`src/hdl/point_projection_depth_buffer_macros.svh`:
```
// ----------------------------------------------------------------------------
// Assertion macros for the point projection depth buffer
// Short forms for the concurrent checks used in the design files.
// ----------------------------------------------------------------------------
`ifndef POINT_PROJECTION_DEPTH_BUFFER_MACROS_SVH
`define POINT_PROJECTION_DEPTH_BUFFER_MACROS_SVH

// The consequent must hold in the same cycle as the antecedent.
`define PPDB_ASSERT_SAME(label, clk, rst_n, ante, cons, msg) \
    label: assert property (@(posedge clk) disable iff (!rst_n) (ante) |-> (cons)) \
        else $error(msg);

// The consequent must hold in the cycle after the antecedent.
`define PPDB_ASSERT_NEXT(label, clk, rst_n, ante, cons, msg) \
    label: assert property (@(posedge clk) disable iff (!rst_n) (ante) |=> (cons)) \
        else $error(msg);

`endif

```
`src/hdl/ppdb_ram.sv`:
```
// ----------------------------------------------------------------------------
// Generic simple dual-port RAM
// One write port and one read port with registered read data.
// ----------------------------------------------------------------------------
module ppdb_ram #(
    parameter int WIDTH  = 8,
    parameter int DEPTH  = 16,
    parameter int ADDR_W = (DEPTH > 1) ? $clog2(DEPTH) : 1
) (
    input  logic              i_clk,
    input  logic              i_wr_en,
    input  logic [ADDR_W-1:0] i_wr_addr,
    input  logic [WIDTH-1:0]  i_wr_data,
    input  logic [ADDR_W-1:0] i_rd_addr,
    output logic [WIDTH-1:0]  o_rd_data
);

    logic [WIDTH-1:0] r_mem [DEPTH];
    logic [WIDTH-1:0] r_rd_data;

    // Write port and registered read port.
    always_ff @(posedge i_clk) begin
        if (i_wr_en) begin
            r_mem[i_wr_addr] <= i_wr_data;
        end
        r_rd_data <= r_mem[i_rd_addr];
    end

    assign o_rd_data = r_rd_data;

endmodule

```
`config.mk`:
```
export PLATFORM = sky130hd
export DESIGN_NAME = ppdb_ram
export DESIGN_NICKNAME = d
export VERILOG_FILES = /design/src/hdl/point_projection_depth_buffer_macros.svh /design/src/hdl/ppdb_ram.sv
export SDC_FILE = /design/constraint.sdc
export NUM_CORES = 1
export LEC_CHECK = 0
export BUFFER_PORTS_ARGS = -buffer_cell sky130_fd_sc_hd__clkbuf_2
export CORE_ASPECT_RATIO = 0.6
export CORE_MARGIN = 2
export CORE_UTILIZATION = 65
export CTS_CLUSTER_SIZE = 24
export DETAILED_ROUTE_END_ITERATION = 8
export PLACE_DENSITY = 0.84
export SETUP_SLACK_MARGIN = 0.15
export SYNTH_ARGS = -nofsm -noshare
export SYNTH_HDL_FRONTEND = slang
export SYNTH_SLANG_ARGS = --single-unit
export TNS_END_PERCENT = 10
```
`constraint.sdc`:
```
create_clock -name i_clk -period 3.1 [get_ports i_clk]
set_input_delay 0.155 -clock i_clk [delete_from_list [all_inputs] [get_ports i_clk]]
set_output_delay 0.155 -clock i_clk [all_outputs]
set_load 0.01 [all_outputs]
```
==> results of run 1 <==
==> flip-flops by register name (all words and copies together), names as in the netlist <==
name / flops
r_mem: 128
o_rd_data: 8
==> cell usage in the layout (no fill, tap or decap), types with 7 or more instances in the layout <==
cell type  count
a22oi_1       16
clkbuf_16     17
clkbuf_2      25
clkinv_2       7
dfxtp_1        8
edfxtp_1     128
mux4_1        14
mux4_2        18
nand2_1        9
nor2_1        13
==> kinds of logic (layout without fill, tap and decap cells) <==
kind of cell	Yosys count	after routing
AO/OA/AOI/OAI	16	16
buffers and inverters	10	63
flip-flops	136	136
multiplexers	32	32
AND/OR/NAND/NOR	35	35
==> stage by stage <==
step	power [mW]	hold slack, ps	utilization
floorplan	2.21	254	-
global placement	2.29	543	0.689
detailed placement	2.30	548	0.689
CTS	4.10	164	0.759
global route	4.20	189	0.759
finish	4.08	174	0.759
==> metal layers <==
metal / wire length [um] / track usage
met4: 95 / 0.101
met5: 0 / 0
met1: 4420 / 0.369
met3: 796 / 0.0914
met2: 4460 / 0.360
==> critical path: stages <==
cell,delay [ps]
clkbuf_2,280
buf_4,360
mux4_1,630
a22oi_1,230
nand2_1,90
==> final cells by class <==
class                      count  area [sq um]  area share
timing repair buffer          31           170      0.0288
tap                          108           135      0.0229
clock buffer                  21           460      0.0779
clock inverter                11          81.3      0.0138
sequential                   136          4000       0.678
multi-input combinational     83          1060       0.179
==> power groups by stage <==
stage / clock [mW] / sequential (mW) / combinational (mW)
floorplan: 0 / 2.11 / 0.104
global placement: 0 / 2.11 / 0.180
detailed placement: 0 / 2.11 / 0.186
CTS: 1.84 / 2.07 / 0.187
global route: 1.92 / 2.07 / 0.201
finish: 1.82 / 2.07 / 0.186
==> worst max-delay path by stage <==
stage / startpoint / to / slack [ps] / depth (start not counted)
after floorplan: i_wr_addr[2] / r_mem[0][0] / 1450 / 2
final: i_rd_addr[0] / o_rd_data[1] / 1640 / 5
after detailed placement: i_rd_addr[0] / o_rd_data[1] / 1200 / 5
after CTS: i_rd_addr[0] / o_rd_data[1] / 1620 / 5
after global routing: i_rd_addr[0] / o_rd_data[1] / 1560 / 5
after global placement: i_wr_addr[2] / r_mem[2][1] / 1240 / 3
==> out/results.ini, run 1 <==
[timing]
worst_pin_slew_ps = 913
period_share = 0.470
fin_worst_skew_ps = 5.29
fin_crit_ps = 1460
tns_ps = 0
fmax_mhz = 686
slew_headroom = 0.389
setup_viol = 0
worst_slack_ps = 1640
drv_slew = 0
hold_violations = 0
rsz0062_at_grt = no

[clocking]
postCtsResizedCells = 0
postCtsSetupBuffers = 0
hold_buffers = 0
cts-htree-levels = 4
cts_tree = built
path_clk_slew_ps = 50
cts_max_path_buffers = 2
insertion_delay_ps = 410
clock_sinks = 136
cts_buffers = 17
cts_root_buf = clkbuf_16

[floorplan]
pin_count = 26
dieWidth_um = 119
core_sq_mm = 0.00779
rows = 25
die_area_sq_mm = 0.00867
initial_utilization = 0.661
die_y_um = 72.9

[place]
place_congestion = 0.821
dp_cells = 358
dp_slack_ps = 1200
dp_hpwl_um = 6140
placed_area_sq_mm = 0.00537
port_buffers = 25

[flow_run]
drv_cap = 0

[setup_path]
crit_arrival_ps = 1750
endpoint_kind = register
r2r_end = o_rd_data[0]
cp-start-kind = input pin
crit-reg2reg-launch = r_mem[8][0]
path_max_fanout = 15
worstSetupPathType = input pin to register
reg2reg_depth = 3
rrSetupSlack_ps = 1720
worstPathRequired_ps = 3390

[min_path]
hold_start = i_wr_data[7]
min_to = r_mem[0][7]
holdPathStages = 1
min_path_type = input pin to register

[routing]
wl_um = 9770
drtIter0Drc = 264
dr.pass1.iters = 6
ant_nets = 0
wl_per_cell_um = 25.1
num_vias = 2484
drc = 0
via_per_inst = 6.37

[global_route]
grt_pass1_wl_um = 14700
grt_max_degree = 33
antenna_found_initial = 0
first_global_vias = 2450
grt_usage = 0.253
grt.overflow.total = 0

[finish]
drive_gt1_frac = 0.277
fin_nets = 287
fin_cells = 390
final_area_sq_mm = 0.00591
fill_cells = 444
syn2layout_area_growth_pct = 14.8
diodes = 0

[logic_synthesis]
ys_types = 19
synth_fa_ha_area_frac = 0
yosysMostFrequentCell = edfxtp_1
syn_nets = 247
netlist.area_leader.share = 0.747
synthTopCellsByArea = edfxtp_1 75%, mux4_2 7.9%, mux4_1 7.1%
ys_top_cells_by_count = 128 x edfxtp_1, 18 x mux4_2, 16 x a22oi_1, 14 x mux4_1, 13 x nor2_1
synth_largest_area_cell = edfxtp_1
muxShareOfSynthArea = 0.150
synth_xor_area_frac = 0
async_flop_share = 0
synth_area_sq_mm = 0.00515
synthesis.instances = 229
ys_ff_latch = 136
synthSimpleGateAreaFrac = 0.0318
syn_area_per_cell_sq_um = 22.5
yosys_warnings = 0
yosysSeqAreaShare = 0.778
ys.flop_type = edfxtp_1
synth_top_family_by_area = multiplexers
synth_edf_count = 128
synth-compound-area-share = 0.0233

[pwr]
pwr-share-clk = 0.447
power.internal_mw = 3.26
vdd_ir_drop_max_mv = 0.621
p_seq_frac = 0.508
power_per_cell_area_mw_per_mm2 = 691
power_leakage_nw = 2.00
p_sw_uw = 822
p_sw_frac = 0.201
p_comb_frac = 0.046

[status]
status = finished, final reports clean

Power figures use the tool's default switching activity.
==> inputs of run 2 (changes only) <==
--- a/config.mk
+++ b/config.mk
@@ -8,10 +8,10 @@
 export BUFFER_PORTS_ARGS = -buffer_cell sky130_fd_sc_hd__clkbuf_2
 export CORE_ASPECT_RATIO = 0.6
 export CORE_MARGIN = 2
-export CORE_UTILIZATION = 65
+export CORE_UTILIZATION = 54
 export CTS_CLUSTER_SIZE = 24
 export DETAILED_ROUTE_END_ITERATION = 8
-export PLACE_DENSITY = 0.84
+export PLACE_DENSITY = 0.74
 export SETUP_SLACK_MARGIN = 0.15
 export SYNTH_ARGS = -nofsm -noshare
 export SYNTH_HDL_FRONTEND = slang
==> constraint.sdc (replaced) <==
create_clock -name i_clk -period 1.25 [get_ports i_clk]
set_input_delay 0.0625 -clock i_clk [delete_from_list [all_inputs] [get_ports i_clk]]
set_output_delay 0.0625 -clock i_clk [all_outputs]
set_load 0.01 [all_outputs]
==> run 2 against run 1 <==
  * Critical path type is now register to register
  * Critical path depth shrank 2
  * The run now ends with setup timing left
  * Register-to-register slack lost 1700 ps
  * Sequential share of layout area shrank 3.7 points
  * Flip-flop and latch count is the same
  * Highest routed layer unchanged
  * Clock skew grew 2.2 ps
  * Count of clock-buffer cells in the layout shrank 1
  * Utilization shrank 8.1 points
==> out/results.ini, run 2 (same netlist as run 1, synthesis figures left out) <==
[clocking]
clock_sinks = 136
cts_buffers = 17
cts_tree = built
postCtsSetupBuffers = 0
cts_max_path_buffers = 2
cts_root_buf = clkbuf_16
insertion_delay_ps = 420
path_clk_slew_ps = 60
hold_buffers = 0
cts-htree-levels = 4

[timing]
fin_worst_skew_ps = 7.45
worst_slack_ps = -28.4
fmax_mhz = 782
period_share = 1.02
rsz0062_at_grt = yes
drv_slew = 0
fin_crit_ps = 1280
hold_violations = 0
setup_viol = 2
worst_pin_slew_ps = 1020
slew_headroom = 0.316

[min_path]
min_path_type = input pin to register

[status]
status = finished, violations left
failed_checks = setup timing

[setup_path]
worstPathRequired_ps = 1550
reg2reg_depth = 3
crit-reg2reg-launch = r_mem[2][0]
endpoint = o_rd_data[0]
worstSetupPathType = register to register
endpoint_kind = register
crit_start = r_mem[2][0]
rrSetupSlack_ps = -30
crit_arrival_ps = 1580
r2r_end = o_rd_data[0]
cp-start-kind = register
path_max_fanout = 1

[global_route]
grt_max_degree = 17
antenna_found_initial = 0
grt_usage = 0.220
first_global_vias = 2608
grt.overflow.total = 0
grt_pass1_wl_um = 15400

[floorplan]
pin_count = 26
die_area_sq_mm = 0.0104
die_y_um = 79.6
dieWidth_um = 130
initial_utilization = 0.558
rows = 27
core_sq_mm = 0.00922

[finish]
fill_cells = 594
syn2layout_area_growth_pct = 21.4
final_cell_mix = 128 x edfxtp_1, 29 x mux4_2, 25 x clkbuf_2
regMostFlops = r_mem
fin_nets = 306
multi_input_area_sq_mm = 0.00109
utilization = 0.678
largest_reg_flops = 128
drive_gt1_frac = 0.422
regArea_sq_mm = 0.00400
fin_cells = 431
diodes = 0
layout_commonest_cell = edfxtp_1

[pwr]
vdd_ir_drop_max_mv = 1.04
power_leakage_nw = 2.10
power_per_cell_area_mw_per_mm2 = 1690

[place]
place_congestion = 0.771
port_buffers = 25
dp_cells = 399
dp_hpwl_um = 6180
dp_slack_ps = -194

[routing]
wl_per_cell_um = 23.4
drtIter0Drc = 278
drc = 0
via_per_inst = 5.69
dr.pass1.iters = 4
num_vias = 2454
wl_um = 10100
ant_nets = 0

[flow_run]
drv_cap = 0

[run 2: critical path, stage by stage, from the launching register on]
cell      delay (ps)
edfxtp_1         380
mux4_2           500
a22oi_2          210
nand2_1           70
[run 2: cell type report]
type	count	share of cell area
Timing Repair Buffer	50	0.0641
Clock buffer	20	0.0747
Sequential cell	136	0.641
Tap cell	130	0.0260
Multi-Input combinational cell	83	0.175
Clock inverter	12	0.0200
[run 2: worst min path at each step]
stage                       from            to  slack [ps]  depth (start not counted)
detailed placement  o_rd_data[1]  o_rd_data[1]         450                          1
CTS                 i_wr_data[0]  r_mem[13][0]          60                          1
global placement    o_rd_data[2]  o_rd_data[2]         450                          1
floorplan           i_wr_data[0]   r_mem[0][0]         160                          0
global route        i_wr_data[2]   r_mem[6][2]          90                          1
finish              i_wr_data[0]   r_mem[7][0]          60                          1
[run 2: repair_timing]
action | CTS | global route
setup endpoints to repair | 8 | 8
gates resized for setup | 18 | 3
pin swaps | 10 | 5
[run 2: power by group]
| group | switching, mW | leakage, nW | internal, mW |
|---|---|---|---|
| logic | 0.293 | 0.593 | 0.242 |
| registers | 0.0319 | 1.22 | 5.10 |
| clock network | 1.81 | 0.288 | 3.07 |
[run 2: metal layers]
layer / track usage / vias to the layer above / part of all wire
met1: 0.326 / 1254 / 0.43
li1: - / 1080 / -
met5: 0 / - / 0
met2: 0.306 / 111 / 0.46
met4: 0.0903 / 0 / 0.0090
met3: 0.0697 / 9 / 0.10
[run 2: through the flow]
| stage | area, sq um | hold WS [ps] | total power [mW] | setup TNS, ps |
|---|---|---|---|---|
| 2_1_floorplan | 5170 | 161 | 5.49 | -32.6 |
| 3_3_place_gp | 5650 | 452 | 5.71 | -1310 |
| 3_5_place_dp | 5650 | 452 | 5.73 | -1520 |
| 4_1_cts | 6240 | 59.8 | 10.6 | -40.0 |
| 5_1_grt | 6250 | 90.2 | 10.9 | -223 |
| 6_report | 6250 | 63.8 | 10.6 | -33.3 |
==> inputs of run 3 (changes only) <==
--- a/config.mk
+++ b/config.mk
@@ -8,10 +8,10 @@
 export BUFFER_PORTS_ARGS = -buffer_cell sky130_fd_sc_hd__clkbuf_2
 export CORE_ASPECT_RATIO = 0.6
 export CORE_MARGIN = 2
-export CORE_UTILIZATION = 54
+export CORE_UTILIZATION = 60
 export CTS_CLUSTER_SIZE = 24
 export DETAILED_ROUTE_END_ITERATION = 8
-export PLACE_DENSITY = 0.74
+export PLACE_DENSITY = 0.78
 export SETUP_SLACK_MARGIN = 0.15
 export SYNTH_ARGS = -nofsm -noshare
 export SYNTH_HDL_FRONTEND = slang
==> constraint.sdc (replaced) <==
create_clock -name i_clk -period 1.2 [get_ports i_clk]
set_input_delay 0.06 -clock i_clk [delete_from_list [all_inputs] [get_ports i_clk]]
set_output_delay 0.06 -clock i_clk [all_outputs]
set_load 0.01 [all_outputs]
==> run 3 against run 2 <==
  * The flow still finishes with violations (setup timing)
  * Largest power group unchanged
  * Via count grew 3.4%
  * Count of clock-buffer cells in the layout shrank 3
  * Wire length shrank 3.9%
  * Largest cell class unchanged
  * Worst setup slack lost 44 ps
  * Critical endpoint unchanged
  * Clock skew is essentially flat
==> out/results.ini, run 3 (same netlist as run 1, synthesis figures left out) <==
[status]
status = finished, violations left
failed_checks = setup timing

[min_path]
hold_start = i_wr_data[6]
holdPathStages = 1
min_path_type = input pin to register

[clocking]
cts_max_path_buffers = 2
clock_sinks = 136
cts_buffers = 17
cts_tree = built
cts-htree-levels = 4
insertion_delay_ps = 410
path_clk_slew_ps = 50
postCtsSetupBuffers = 0
cts_root_buf = clkbuf_16

[setup_path]
worstSetupPathType = register to register
reg2reg_depth = 3
worstPathRequired_ps = 1500
cp-start-kind = register
crit-reg2reg-launch = r_mem[1][0]
path_max_fanout = 1
endpoint_kind = register
crit_start = r_mem[1][0]
crit_arrival_ps = 1570

[finish]
multi_input_area_sq_mm = 0.00109
fill_cells = 478
drive_gt1_frac = 0.433
fin_cells = 417
regArea_sq_mm = 0.00400
regMostFlops = r_mem
diodes = 0
fin_nets = 310
largest_reg_flops = 128
final_area_sq_mm = 0.00624
final_cell_mix = 128 x edfxtp_1, 30 x mux4_2, 25 x clkbuf_2
layout_commonest_cell = edfxtp_1
utilization = 0.740
syn2layout_area_growth_pct = 21.1

[timing]
fin_worst_skew_ps = 7.69
worst_pin_slew_ps = 960
fmax_mhz = 786
period_share = 1.06
worst_slack_ps = -72.4
rsz0062_at_grt = yes
slew_headroom = 0.359
drv_slew = 0
tns_ps = -336
hold_violations = 0
setup_viol = 8
fin_crit_ps = 1270

[floorplan]
initial_utilization = 0.611
die_area_sq_mm = 0.00936
pin_count = 26
dieWidth_um = 124
die_y_um = 75.7
core_sq_mm = 0.00843
rows = 26

[global_route]
antenna_found_initial = 0
grt_max_degree = 25
grt_pass1_wl_um = 14800
grt_usage = 0.236
first_global_vias = 2518
grt.overflow.total = 0

[place]
place_congestion = 0.751
port_buffers = 25
dp_hpwl_um = 6150
dp_cells = 385
placed_area_sq_mm = 0.00565
dp_slack_ps = -264

[routing]
wl_um = 9670
dr.pass1.iters = 4
num_vias = 2538
drtIter0Drc = 166
wl_per_cell_um = 23.2
ant_nets = 0
via_per_inst = 6.09
drc = 0

[pwr]
vdd_ir_drop_max_mv = 1.19
power_leakage_nw = 2.12
power_per_cell_area_mw_per_mm2 = 1760

[flow_run]
drv_cap = 0

run 3: path summary, 6_finish.rpt:
path	end	slack, ps
max	o_rd_data[0]	-70
min	r_mem[15][6]	50
max reg2reg	o_rd_data[0]	-70
min reg2reg	o_rd_data[6]	690
run 3: area by class of cell:
cell class                 instances  area share
sequential                       136       0.642
timing repair buffer              54      0.0670
clock inverter                    15      0.0257
tap                              112      0.0225
multi-input combinational         83       0.175
clock buffer                      17      0.0682
run 3: routing by layer:
metal	track usage	share of wire
met4	0.0871	0.013
met3	0.0771	0.076
met2	0.338	0.46
met1	0.348	0.45
met5	0	0
run 3: critical path, stage by stage (launching register included):
cell,delay [ps]
edfxtp_1,390
mux4_2,490
a22oi_2,210
nand2_1,80
run 3: per-stage QoR:
stage               hold slack (ps)  total power [mW]
floorplan                       159              5.72
global placement                449              5.95
detailed placement              447              5.97
CTS                            52.4              11.1
global route                   85.2              11.3
finish                         49.4              11.0
run 3: power breakdown:
part	internal (mW)	switching, mW
clock network	3.23	1.86
registers	5.31	0.0349
logic	0.252	0.304
run 3: timing repair:
item,4_1_cts,5_1_grt
hold buffers,0,0
setup endpoints to repair,8,8
cloned,0,0
pin swaps,8,6
gates resized for setup,15,7
