### src/hdl/point_projection_depth_buffer_macros.svh
// ----------------------------------------------------------------------------
// Assertion macros for the point projection depth buffer
// Short forms for the concurrent checks used in the design files.
// ----------------------------------------------------------------------------
`ifndef POINT_PROJECTION_DEPTH_BUFFER_MACROS_SVH
`define POINT_PROJECTION_DEPTH_BUFFER_MACROS_SVH

// The consequent must hold in the same cycle as the antecedent.
`define PPDB_ASSERT_SAME(label, clk, rst_n, ante, cons, msg) \
    label: assert property (@(posedge clk) disable iff (!rst_n) (ante) |-> (cons)) \
        else $error(msg);

// The consequent must hold in the cycle after the antecedent.
`define PPDB_ASSERT_NEXT(label, clk, rst_n, ante, cons, msg) \
    label: assert property (@(posedge clk) disable iff (!rst_n) (ante) |=> (cons)) \
        else $error(msg);

`endif

### src/hdl/ppdb_pkg.sv
// ----------------------------------------------------------------------------
// Point projection depth buffer package
// Shared widths, reset values, register indexes and the lane status type.
// ----------------------------------------------------------------------------
package ppdb_pkg;

    // Default image size.
    localparam int IMAGE_WIDTH_DEF  = 640;
    localparam int IMAGE_HEIGHT_DEF = 480;

    // Field widths.
    localparam int COORD_W    = 32;
    localparam int FOCAL_W    = 24;
    localparam int CENTER_W   = 20;
    localparam int DEPTH_W    = 31;
    localparam int COL_OUT_W  = 10;
    localparam int ROW_OUT_W  = 9;

    // Focal and centre values carry 8 fraction bits.
    localparam int FRAC_SHIFT = 8;

    // Numerator coord*focal + center*depth, its magnitude, and the divisor depth*256.
    localparam int NUM_W = COORD_W + FOCAL_W + 1;
    localparam int MAG_W = NUM_W - 1;
    localparam int DEN_W = DEPTH_W + FRAC_SHIFT;

    // Cloud tag stored with each depth entry.
    localparam int EPOCH_W = 8;

    // Configuration port.
    localparam int CFG_ADDR_W = 4;
    localparam int CFG_DATA_W = 32;

    localparam logic [FOCAL_W-1:0]  FOCAL_X_RST  = 24'd128000;
    localparam logic [FOCAL_W-1:0]  FOCAL_Y_RST  = 24'd128000;
    localparam logic [CENTER_W-1:0] CENTER_X_RST = 20'd81920;
    localparam logic [CENTER_W-1:0] CENTER_Y_RST = 20'd61440;

    typedef enum logic [1:0] {
        REG_FOCAL_X  = 2'd0,
        REG_FOCAL_Y  = 2'd1,
        REG_CENTER_X = 2'd2,
        REG_CENTER_Y = 2'd3
    } t_reg_idx;

    // Status a projection lane reports when it finishes.
    typedef struct packed {
        logic done;
        logic in_range;
    } t_lane_status;

endpackage

### src/hdl/ppdb_lane.sv
// ----------------------------------------------------------------------------
// Projection lane
// Computes trunc((coord*focal + center*depth) / (256*depth)) with a bit-serial
// shift-add multiplier and a restoring divider, and checks it against a limit.
// ----------------------------------------------------------------------------
module ppdb_lane #(
    parameter int LIMIT  = 640,
    parameter int QUOT_W = 10
) (
    input  logic                                 i_clk,
    input  logic                                 i_rst_n,
    input  logic                                 i_start,
    input  logic signed [ppdb_pkg::COORD_W-1:0]  i_coord,
    input  logic [ppdb_pkg::FOCAL_W-1:0]         i_focal,
    input  logic [ppdb_pkg::CENTER_W-1:0]        i_center,
    input  logic [ppdb_pkg::DEPTH_W-1:0]         i_depth,
    output ppdb_pkg::t_lane_status               o_status,
    output logic [QUOT_W-1:0]                    o_quot
);
    import ppdb_pkg::*;

    localparam int CNT_W = $clog2(FOCAL_W + 1);
    localparam logic [QUOT_W:0] LIMIT_V = (QUOT_W + 1)'(LIMIT);

    typedef enum logic [2:0] {
        L_IDLE,
        L_MUL,
        L_ABS,
        L_CHK,
        L_DIV,
        L_DONE
    } t_lstate;

    t_lstate            r_state;
    logic [CNT_W-1:0]   r_cnt;
    logic [NUM_W-1:0]   r_acc;
    logic [NUM_W-1:0]   r_mc_a;
    logic [NUM_W-1:0]   r_mc_b;
    logic [FOCAL_W-1:0] r_mp_a;
    logic [FOCAL_W-1:0] r_mp_b;
    logic               r_neg;
    logic               r_ovf;
    logic [MAG_W-1:0]   r_mag;
    logic [DEN_W-1:0]   r_den;
    logic [DEN_W-1:0]   r_rem;
    logic [QUOT_W-1:0]  r_low;
    logic [QUOT_W-1:0]  r_quot;
    t_lane_status       r_status;

    logic [NUM_W-1:0] w_pp_a;
    logic [NUM_W-1:0] w_pp_b;
    logic [NUM_W-1:0] n_acc;
    logic [NUM_W-1:0] w_neg_acc;
    logic [MAG_W-1:0] n_mag;
    logic [MAG_W-1:0] w_hi;
    logic             w_ovf;
    logic [DEN_W:0]   w_trial;
    logic [DEN_W:0]   w_diff;
    logic             w_fits;
    logic [DEN_W-1:0] n_rem;

    // Datapath: one multiplier bit, or one quotient bit, per cycle.
    always_comb begin
        w_pp_a    = r_mp_a[0] ? r_mc_a : '0;
        w_pp_b    = r_mp_b[0] ? r_mc_b : '0;
        n_acc     = r_acc + w_pp_a + w_pp_b;
        w_neg_acc = '0 - r_acc;
        n_mag     = r_acc[NUM_W-1] ? w_neg_acc[MAG_W-1:0] : r_acc[MAG_W-1:0];
        w_hi      = r_mag >> QUOT_W;
        w_ovf     = (w_hi >= MAG_W'(r_den));
        w_trial   = {r_rem, r_low[QUOT_W-1]};
        w_fits    = (w_trial >= {1'b0, r_den});
        w_diff    = w_trial - {1'b0, r_den};
        n_rem     = w_fits ? w_diff[DEN_W-1:0] : w_trial[DEN_W-1:0];
    end

    // Sequencer with its registered status.
    always_ff @(posedge i_clk) begin
        if (!i_rst_n) begin
            r_state  <= L_IDLE;
            r_status <= '0;
        end else begin
            r_status.done <= (r_state == L_DONE);
            case (r_state)
                L_IDLE: begin
                    if (i_start) begin
                        r_acc   <= '0;
                        r_mc_a  <= {{(NUM_W - COORD_W){i_coord[COORD_W-1]}}, i_coord};
                        r_mc_b  <= NUM_W'(i_depth);
                        r_mp_a  <= i_focal;
                        r_mp_b  <= FOCAL_W'(i_center);
                        r_den   <= {i_depth, {FRAC_SHIFT{1'b0}}};
                        r_cnt   <= '0;
                        r_state <= L_MUL;
                    end
                end
                L_MUL: begin
                    r_acc  <= n_acc;
                    r_mc_a <= r_mc_a << 1;
                    r_mc_b <= r_mc_b << 1;
                    r_mp_a <= r_mp_a >> 1;
                    r_mp_b <= r_mp_b >> 1;
                    r_cnt  <= r_cnt + 1'b1;
                    if (r_cnt == CNT_W'(FOCAL_W - 1)) begin
                        r_state <= L_ABS;
                    end
                end
                L_ABS: begin
                    r_neg   <= r_acc[NUM_W-1];
                    r_mag   <= n_mag;
                    r_state <= L_CHK;
                end
                L_CHK: begin
                    // A quotient too large for the divider is out of the image. The
                    // divide still runs so that both lanes keep the same schedule.
                    r_ovf   <= w_ovf;
                    r_rem   <= w_hi[DEN_W-1:0];
                    r_low   <= r_mag[QUOT_W-1:0];
                    r_quot  <= '0;
                    r_cnt   <= '0;
                    r_state <= L_DIV;
                end
                L_DIV: begin
                    r_rem  <= n_rem;
                    r_quot <= QUOT_W'({r_quot, w_fits});
                    r_low  <= r_low << 1;
                    r_cnt  <= r_cnt + 1'b1;
                    if (r_cnt == CNT_W'(QUOT_W - 1)) begin
                        r_state <= L_DONE;
                    end
                end
                L_DONE: begin
                    // A negative value truncates toward zero, so only zero survives.
                    r_status.in_range <= !r_ovf && (r_neg ? (r_quot == '0)
                                                          : ({1'b0, r_quot} < LIMIT_V));
                    r_state           <= L_IDLE;
                end
                default: begin
                    r_state <= L_IDLE;
                end
            endcase
        end
    end

    assign o_status = r_status;
    assign o_quot   = r_quot;

endmodule

### config.mk
export PLATFORM = sky130hd
export DESIGN_NAME = ppdb_lane
export DESIGN_NICKNAME = d
export VERILOG_FILES = /design/src/hdl/point_projection_depth_buffer_macros.svh /design/src/hdl/ppdb_pkg.sv /design/src/hdl/ppdb_lane.sv
export SDC_FILE = /design/constraint.sdc
export NUM_CORES = 1
export LEC_CHECK = 0
export BUFFER_PORTS_ARGS = -buffer_cell sky130_fd_sc_hd__buf_4
export CORE_UTILIZATION = 36
export DETAILED_ROUTE_END_ITERATION = 16
export PLACE_DENSITY = 0.61
export SLEW_MARGIN = 20
export SYNTH_ARGS = -nofsm -noshare
export SYNTH_HDL_FRONTEND = slang
export SYNTH_SLANG_ARGS = --single-unit
### constraint.sdc
create_clock -name i_clk -period 6.32 [get_ports i_clk]
set_input_delay 0 -clock i_clk [delete_from_list [all_inputs] [get_ports i_clk]]
set_output_delay 0 -clock i_clk [all_outputs]
set_load 0.005 [all_outputs]
==> impl_results.md, run 1 <==
- Avg Cell Area, Syn: just over 10 µm²
- Power Dens Cells: 329 mW/mm²
- Overflow after GRT: 0
- Pins Over Slew Limit: 0
- Initial Utilization: 36.4%
- CTS Buf Count: 43
- Yosys Warn Count: 0
- VDD IR max: 0.000202 V
- Max Clk Rate: 211 MHz
- Core Area: 0.0629 mm²
- H-Tree Depth: 2
- Pre-Repair DR Iteration Count: 5
- Top_reg_cell synth: edfxtp_1
- Crit end category: register
- Worst reg2reg setup slack: 1.59 ns
- Initial antenna violation count: 2
- GP Congestion: 0.911
- Worst Hold Class: input port to register
- Critical path peak fanout: 57
- Post-CTS Setup Inserts: 0
- Width of the die: 254 µm
- RSZ-0062 raised after global routing: false
- Rows: about 90
- Synth top area share: 48.3%
- WL final: 59.1 mm
- Req. time, crit path: roughly 6.6 ns
- Netlist cell types: 70
- Clk buf depth: 3
- Total GRT Usage: 18.3%
- DRC viols: 0
- Placed insts: 3112
- Final TNS setup: 0 ns
- Leading post-synthesis cells by cell area: edfxtp_1 48%, nand2_1 7.8%, ha_1 6.6%
- Non-Filler Instances: around 3300
- Syn nets: around 2500
- Area Growth Syn to Fin: 18.7%
- Vias in the first global route: approximately 17000
- Synth area leader: edfxtp_1
- Mapped cell area: 0.0229 mm²
- Synth top cells by count: 475 x nand2_1, 368 x edfxtp_1, 157 x and2_1
- Wire per inst: 17.9 µm
- First-pass GRT wire length: slightly above 90 mm
- Slew of the pin with the lowest slew margin: 0.904 ns
- DIE AREA: 0.0645 mm²
- Arr. time, crit path: 5.04 ns
- Via Count: ~17000
- Sequential area share after synthesis: about half
- Worst Skew: 0.0207 ns
- Max-capacitance violation count: 0
- Syn Inst Count: 2228
- Worst skew pair latency: 0.59 ns
- Clock period minus worst slack: 4.73 ns
- Via density per instance: 5.17
- Antenna Nets Post-Route: 0
- Final worst-path setup slack: 1.59 ns
- Clock sink count: between 300 and 400
- # IOs: 122
- #FFs+latches synth: approximately 370
- Clock root buffer: clkbuf_16
- Dpl hpwl: 43.2 mm
- Diode count: 0
- WS Path Type: register to register
- Pleak: 11.1 nW
- Post_cts resized: 0
- Clk slew on worst S/H paths: approximately 0.060 ns
- Final setup viols: 0
- CTS tree: built
- Pre-CTS setup slack: 1.60 ns
- Most common cell in the synthesized netlist: nand2_1
- DIE HEIGHT: 254 µm
- Hold Slack: 0.0757 ns
- Final Cycle Share: 74.8%
- Layout cells sized above 1: 9.05%
- Post-route cell area: 0.0271 mm²
- Post-synth EDFFs: 368
- Largest net degree at the start of global routing: 89
- DRT iter0 DRCs: 1109
- CP startpoint kind: register
- Max-slew headroom: 39.2%
- Synth async-reset ratio: 0%
- Placed instance area: 0.0246 mm²
- Port Buffers: 121
- Fin. Hold Viols: 0
- Outcome: finished, final reports clean
- Fin nets: 2706
- Hold buffer count at cts: 107
[through the flow]
| step | utilization, % | total power (W) |
|---|---|---|
| 5_1_grt | 43.2 | 0.00945 |
| 3_3_place_gp | 39.2 | 0.00627 |
| 2_1_floorplan | - | 0.00553 |
| 4_1_cts | 43.2 | 0.00899 |
| 6_report | 43.2 | 0.00892 |
| 3_5_place_dp | 39.2 | 0.00631 |
[cell usage in the layout, fill, tap and decap left out, types with 7 or more instances in the layout]
cell           count
nand2_1          475
edfxtp_1         368
and2_1           156
buf_4            135
nor2_1           123
a21oi_1          120
ha_1             120
dlygate4sd3_1    107
o21ai_0          102
xnor2_1           93
a21o_1            90
inv_1             61
fa_1              58
clkbuf_16         43
xor2_1            41
nand3_1           27
nor3_1            24
o31ai_1           23
nor2b_1           22
and3_1            22
nand4_1           16
a31oi_1           16
clkinv_1          14
nand2b_1          13
or3_1             13
nor4_1            10
or4_1              9
mux2i_1            9
o21bai_1           9
a211oi_1           8
a21boi_0           8
o211ai_1           7
[registers in the layout, indices dropped and copies added, names as in the netlist]
register  flops
r_mp_b       20
r_mc_a       57
r_mp_a       24
r_cnt         5
r_state       3
r_low        10
r_acc        57
r_den        31
r_rem        39
o_quot       10
r_ovf         1
r_mc_b       57
o_status      2
r_neg         1
r_mag        56
[metal layers]
| layer | vias to the layer above | wire, µm | share of wire [%] | global-route usage [%] |
|---|---|---|---|---|
| li1 | 8256 | - | - | - |
| met1 | 8306 | 26700 | 45 | 24.7 |
| met2 | 399 | 28300 | 48 | 30.7 |
| met3 | 85 | 2760 | 4.7 | 2.68 |
| met4 | 0 | 1380 | 2.3 | 4.92 |
| met5 | - | 0 | 0 | 0 |
[cell families (layout without fill, tap and decap cells)]
family,count (synthesis),count (layout),share of synthesized area (%)
simple gates,939,939,19.2
compound gates,435,435,12.1
flops,373,373,48.8
fa+ha+maj,178,178,11.6
buf+inv,160,384,2.68
xor+xnor,134,134,5.13
mux,9,9,0.394
[power breakdown]
part / internal (W) / switching (W)
clock: 0.00151 / 0.00108
combinational: 0.00119 / 0.00175
sequential: 0.00314 / 0.000259
total: 0.00584 / 0.00308
[critical path, cell delays in order (launching register included)]
cell and delay (ns):
edfxtp_1 0.32, buf_4 0.43, and2_1 0.24, fa_1 0.44, ha_1 0.39, a21o_1 0.22, a21bo_2 0.23, o31ai_1 0.32
a21oi_1 0.16, or4_1 0.51, a31oi_1 0.45, o211ai_1 0.27, a31oi_1 0.26, xor2_1 0.16, nor2_1 0.05
[final timing paths]
path                  start    endpoint  cells past startpoint
hold reg to reg    r_acc[0]    r_mag[0]                      0
setup reg to reg  r_mp_a[0]   r_acc[53]                     14
setup / recovery  r_mp_a[0]   r_acc[53]                     14
hold / removal      i_start  r_state[1]                      5
[layout make-up]
cell class / instances / area [µm²]
clock buffers: 47 / 1090
clock inverters: 32 / 348
fillers: 6000 / 35700
inverters: 61 / 229
multi-input cells: 1695 / 11100
flip-flops and latches: 373 / 11200
well taps: 846 / 1060
repair buffers: 244 / 2120
Note: power is estimated with default switching activity, not from simulation.
==> inputs of run 2 (changes only) <==
==> constraint.sdc (replaced) <==
create_clock -name i_clk -period 4 [get_ports i_clk]
set_input_delay 0 -clock i_clk [delete_from_list [all_inputs] [get_ports i_clk]]
set_output_delay 0 -clock i_clk [all_outputs]
set_load 0.005 [all_outputs]
==> run 2 against run 1 <==
  * Register-to-register slack worse by 1.6 ns
  * Power is 71% higher
  * Maximum frequency is 19% higher
  * Non-clock buffer count is 165 higher
  * Cell count is 5.0% higher
  * Critical path depth stayed put
  * Via count is 3.7% higher
  * Routed wire length is 5.4% higher
  * Die area stayed put
  * Utilization is 2.8 points higher
  * Final area is 6.4% higher
==> impl_results.md, run 2 (same netlist as run 1, synthesis figures left out) <==
- P_sw: 0.00529 W (+71%)
- First-pass GRT wire length: 96.8 mm (+4.1%)
- Pleak: 12.0 nW (+7.7%)
- Max-slew headroom: 42.6% (+3.4 points)
- CTS tree: built
- H-Tree Depth: 2 (unchanged)
- Top Family by Delay on Critical Path: simple AND/OR/NAND/NOR gates
- Reg power frac: 35.1% (-3.0 points)
- GP Congestion: 0.891 (-2.2%)
- Internal: 0.00996 W (+71%)
- Register area: 0.0112 mm² (unchanged)
- WL final: 62.3 mm (+5.4%)
- Vias in the first global route: 17500 (+3.5%)
- Pwr Total: 0.0153 W (+71%)
- Max Clk Rate: 252 MHz (+19%)
- Power Dens Cells: 528 mW/mm² (+61%)
- Util after Layout: 46.0% (+2.8 points)
- Comb pwr share: 40.3% (+7.4 points)
- Pre-Repair DR Iteration Count: 5 (unchanged)
- Total GRT Usage: 19.2% (+0.82 points)
- Req. time, crit path: 4.45 ns (-2.18 ns)
- Via Count: 17700 (+3.7%)
- # IOs: 122 (unchanged)
- Clk buf depth: 3 (unchanged)
- Fin. Hold Viols: 0 (unchanged)
- Dpl hpwl: 45.6 mm (+5.5%)
- DIE AREA: 0.0645 mm² (unchanged)
- Slew of the pin with the lowest slew margin: 0.854 ns (-0.0498 ns)
- RSZ-0062 raised after global routing: true
- Outcome: finished, final reports clean
- Clock sink count: 373 (unchanged)
- Area occupied by multi-input gates: 0.0117 mm² (+4.6%)
- Max-capacitance violation count: 0 (unchanged)
- Sw Ratio: 34.7% (+0.11 points)
- Most frequent cells in the layout: 470 x nand2_1, 368 x edfxtp_1, 286 x buf_4
- Largest net degree at the start of global routing: 159 (+79%)
- Biggest cell delay along the critical path: 0.51 ns (about the same)
- Width of the die: 254 µm (unchanged)
- Area Growth Syn to Fin: 26.4%
- Clock power frac: 24.7% (-4.3 points)
- WS Path Type: register to register
- Most common cell after layout, fill and taps aside: nand2_1
- DRC viols: 0 (unchanged)
- Filler Cell Count: 5844 (-2.6%)
- Clock root buffer: clkbuf_16
- DIE HEIGHT: 254 µm (unchanged)
- Worst path cell trace: buf_6 -> buf_12 -> and2_1 -> fa_1 -> ha_4 -> nand2_2 -> or3_4 -> a211oi_4 -> o31ai_4 -> a221o_1 -> a21oi_2 -> a31oi_1 -> or4_1 -> nand3_1
- Antenna Nets Post-Route: 0 (unchanged)
- Final setup viols: 0 (unchanged)
- Overflow after GRT: 0 (unchanged)
- Final Cycle Share: 99.2% (+24 points)
- Top flop regs: r_acc (57), r_mc_a (57), r_mc_b (57)
- Placed instance area: 0.0257 mm² (+4.5%)
- Arr. time, crit path: 4.42 ns (-0.62 ns)
- Layout cells sized above 1: 17.6% (+8.5 points)
- Worst Skew: 0.0204 ns (-0.000310 ns)
- Core Area: 0.0629 mm² (unchanged)
- CP startpoint kind: register
- Worst Hold Class: input port to register
- Post-route cell area: 0.0289 mm² (+6.4%)
- Worst path bufs/invs: 2 (+1)
- Initial Utilization: 36.4% (unchanged)
- Via density per instance: 5.10 (-1.3%)
- DRT iter0 DRCs: 1207 (+8.8%)
- Initial antenna violation count: 1 (-1)
- Clk slew on worst S/H paths: 0.06 ns (about the same)
- Pins Over Slew Limit: 0 (unchanged)
- Hold Slack: 0.0493 ns (-0.0264 ns)
- Worst skew pair latency: 0.58 ns (about the same)
- Clock period minus worst slack: 3.97 ns (-0.763 ns)
- Non-Filler Instances: 3464 (+5.0%)
- Port Buffers: 121 (unchanged)
- CTS Buf Count: 43 (unchanged)
- Placed insts: 3255 (+4.6%)
- VDD IR max: 0.000318 V (+58%)
- Wire per inst: 18.0 µm (+0.35%)
- Crit end category: register
- Rows: 92 (unchanged)
- Critical path peak fanout: 30 (-47%)
- Fin nets: 2871 (+6.1%)
- Crit-path slowest cell: fa_1
==> run 2: cell count changes in the layout (fill, tap and decap cells not counted), moves of 7 or more <==
cell	before	now
a21oi_2	0	9
ha_1	120	104
o21ai_0	102	94
a21oi_1	120	109
buf_12	2	9
ha_4	0	15
o21ai_1	0	7
buf_4	135	286
==> run 2: area by class of cell <==
type | count | area share, %
well taps | 846 | 3.66
clock inverters | 30 | 0.754
multi-input cells | 1695 | 40.3
clock buffers | 49 | 3.80
diodes | 1 | 0.00866
inverters | 61 | 0.793
repair buffers | 409 | 12.0
flip-flops and latches | 373 | 38.6
==> run 2: worst paths after layout <==
check | start | to | slack (ns) | cells past startpoint
setup / recovery | r_mp_b[0] | r_acc[55] | 0.03 | 14
hold / removal | i_start | r_state[1] | 0.05 | 5
setup reg to reg | r_mp_b[0] | r_acc[55] | 0.03 | 14
hold reg to reg | r_mp_b[5] | r_mp_b[4] | 0.51 | 2
==> run 2: stage by stage <==
step	worst slack (ns)	TNS, ns
floorplan	0.00457	0
global placement	-0.403	-3.88
detailed placement	-0.461	-4.76
CTS	-0.000223	-0.000223
global route	-0.118	-0.518
finish	0.0325	0
==> run 2: per-layer routing <==
layer  share of wire (%)  track usage, %  vias up
li1                    -               -     8568
met1                  46            26.5     8635
met2                  47            31.1      362
met3                 4.1            2.84      112
met4                 2.7            5.47        0
met5                   0               0        -
==> run 2: worst reg2reg max path: stages (launching register included) <==
cell      delay [ns]
edfxtp_1        0.40
buf_6           0.16
buf_12          0.16
and2_1          0.17
fa_1            0.51
ha_4            0.30
nand2_2         0.08
or3_4           0.41
a211oi_4        0.30
o31ai_4         0.12
a221o_1         0.37
a21oi_2         0.19
a31oi_1         0.12
or4_1           0.47
nand3_1         0.09
==> run 2: power groups by stage <==
stage | clock network (W) | registers [W] | logic, W
floorplan | 0 | 0.00525 | 0.00348
global placement | 0 | 0.00542 | 0.00537
detailed placement | 0 | 0.00543 | 0.00543
CTS | 0.00386 | 0.00534 | 0.00572
global route | 0.00400 | 0.00540 | 0.00678
finish | 0.00376 | 0.00535 | 0.00614
==> run 2: timing repair <==
action | in CTS | in global routing
hold buffers | 107 | 0
pin swaps | 18 | 52
hold endpoints to repair | 147 | 0
resized for setup | 33 | 80
setup endpoints to repair | 21 | 29
cloned | 0 | 1
buffers inserted | 10 | 12
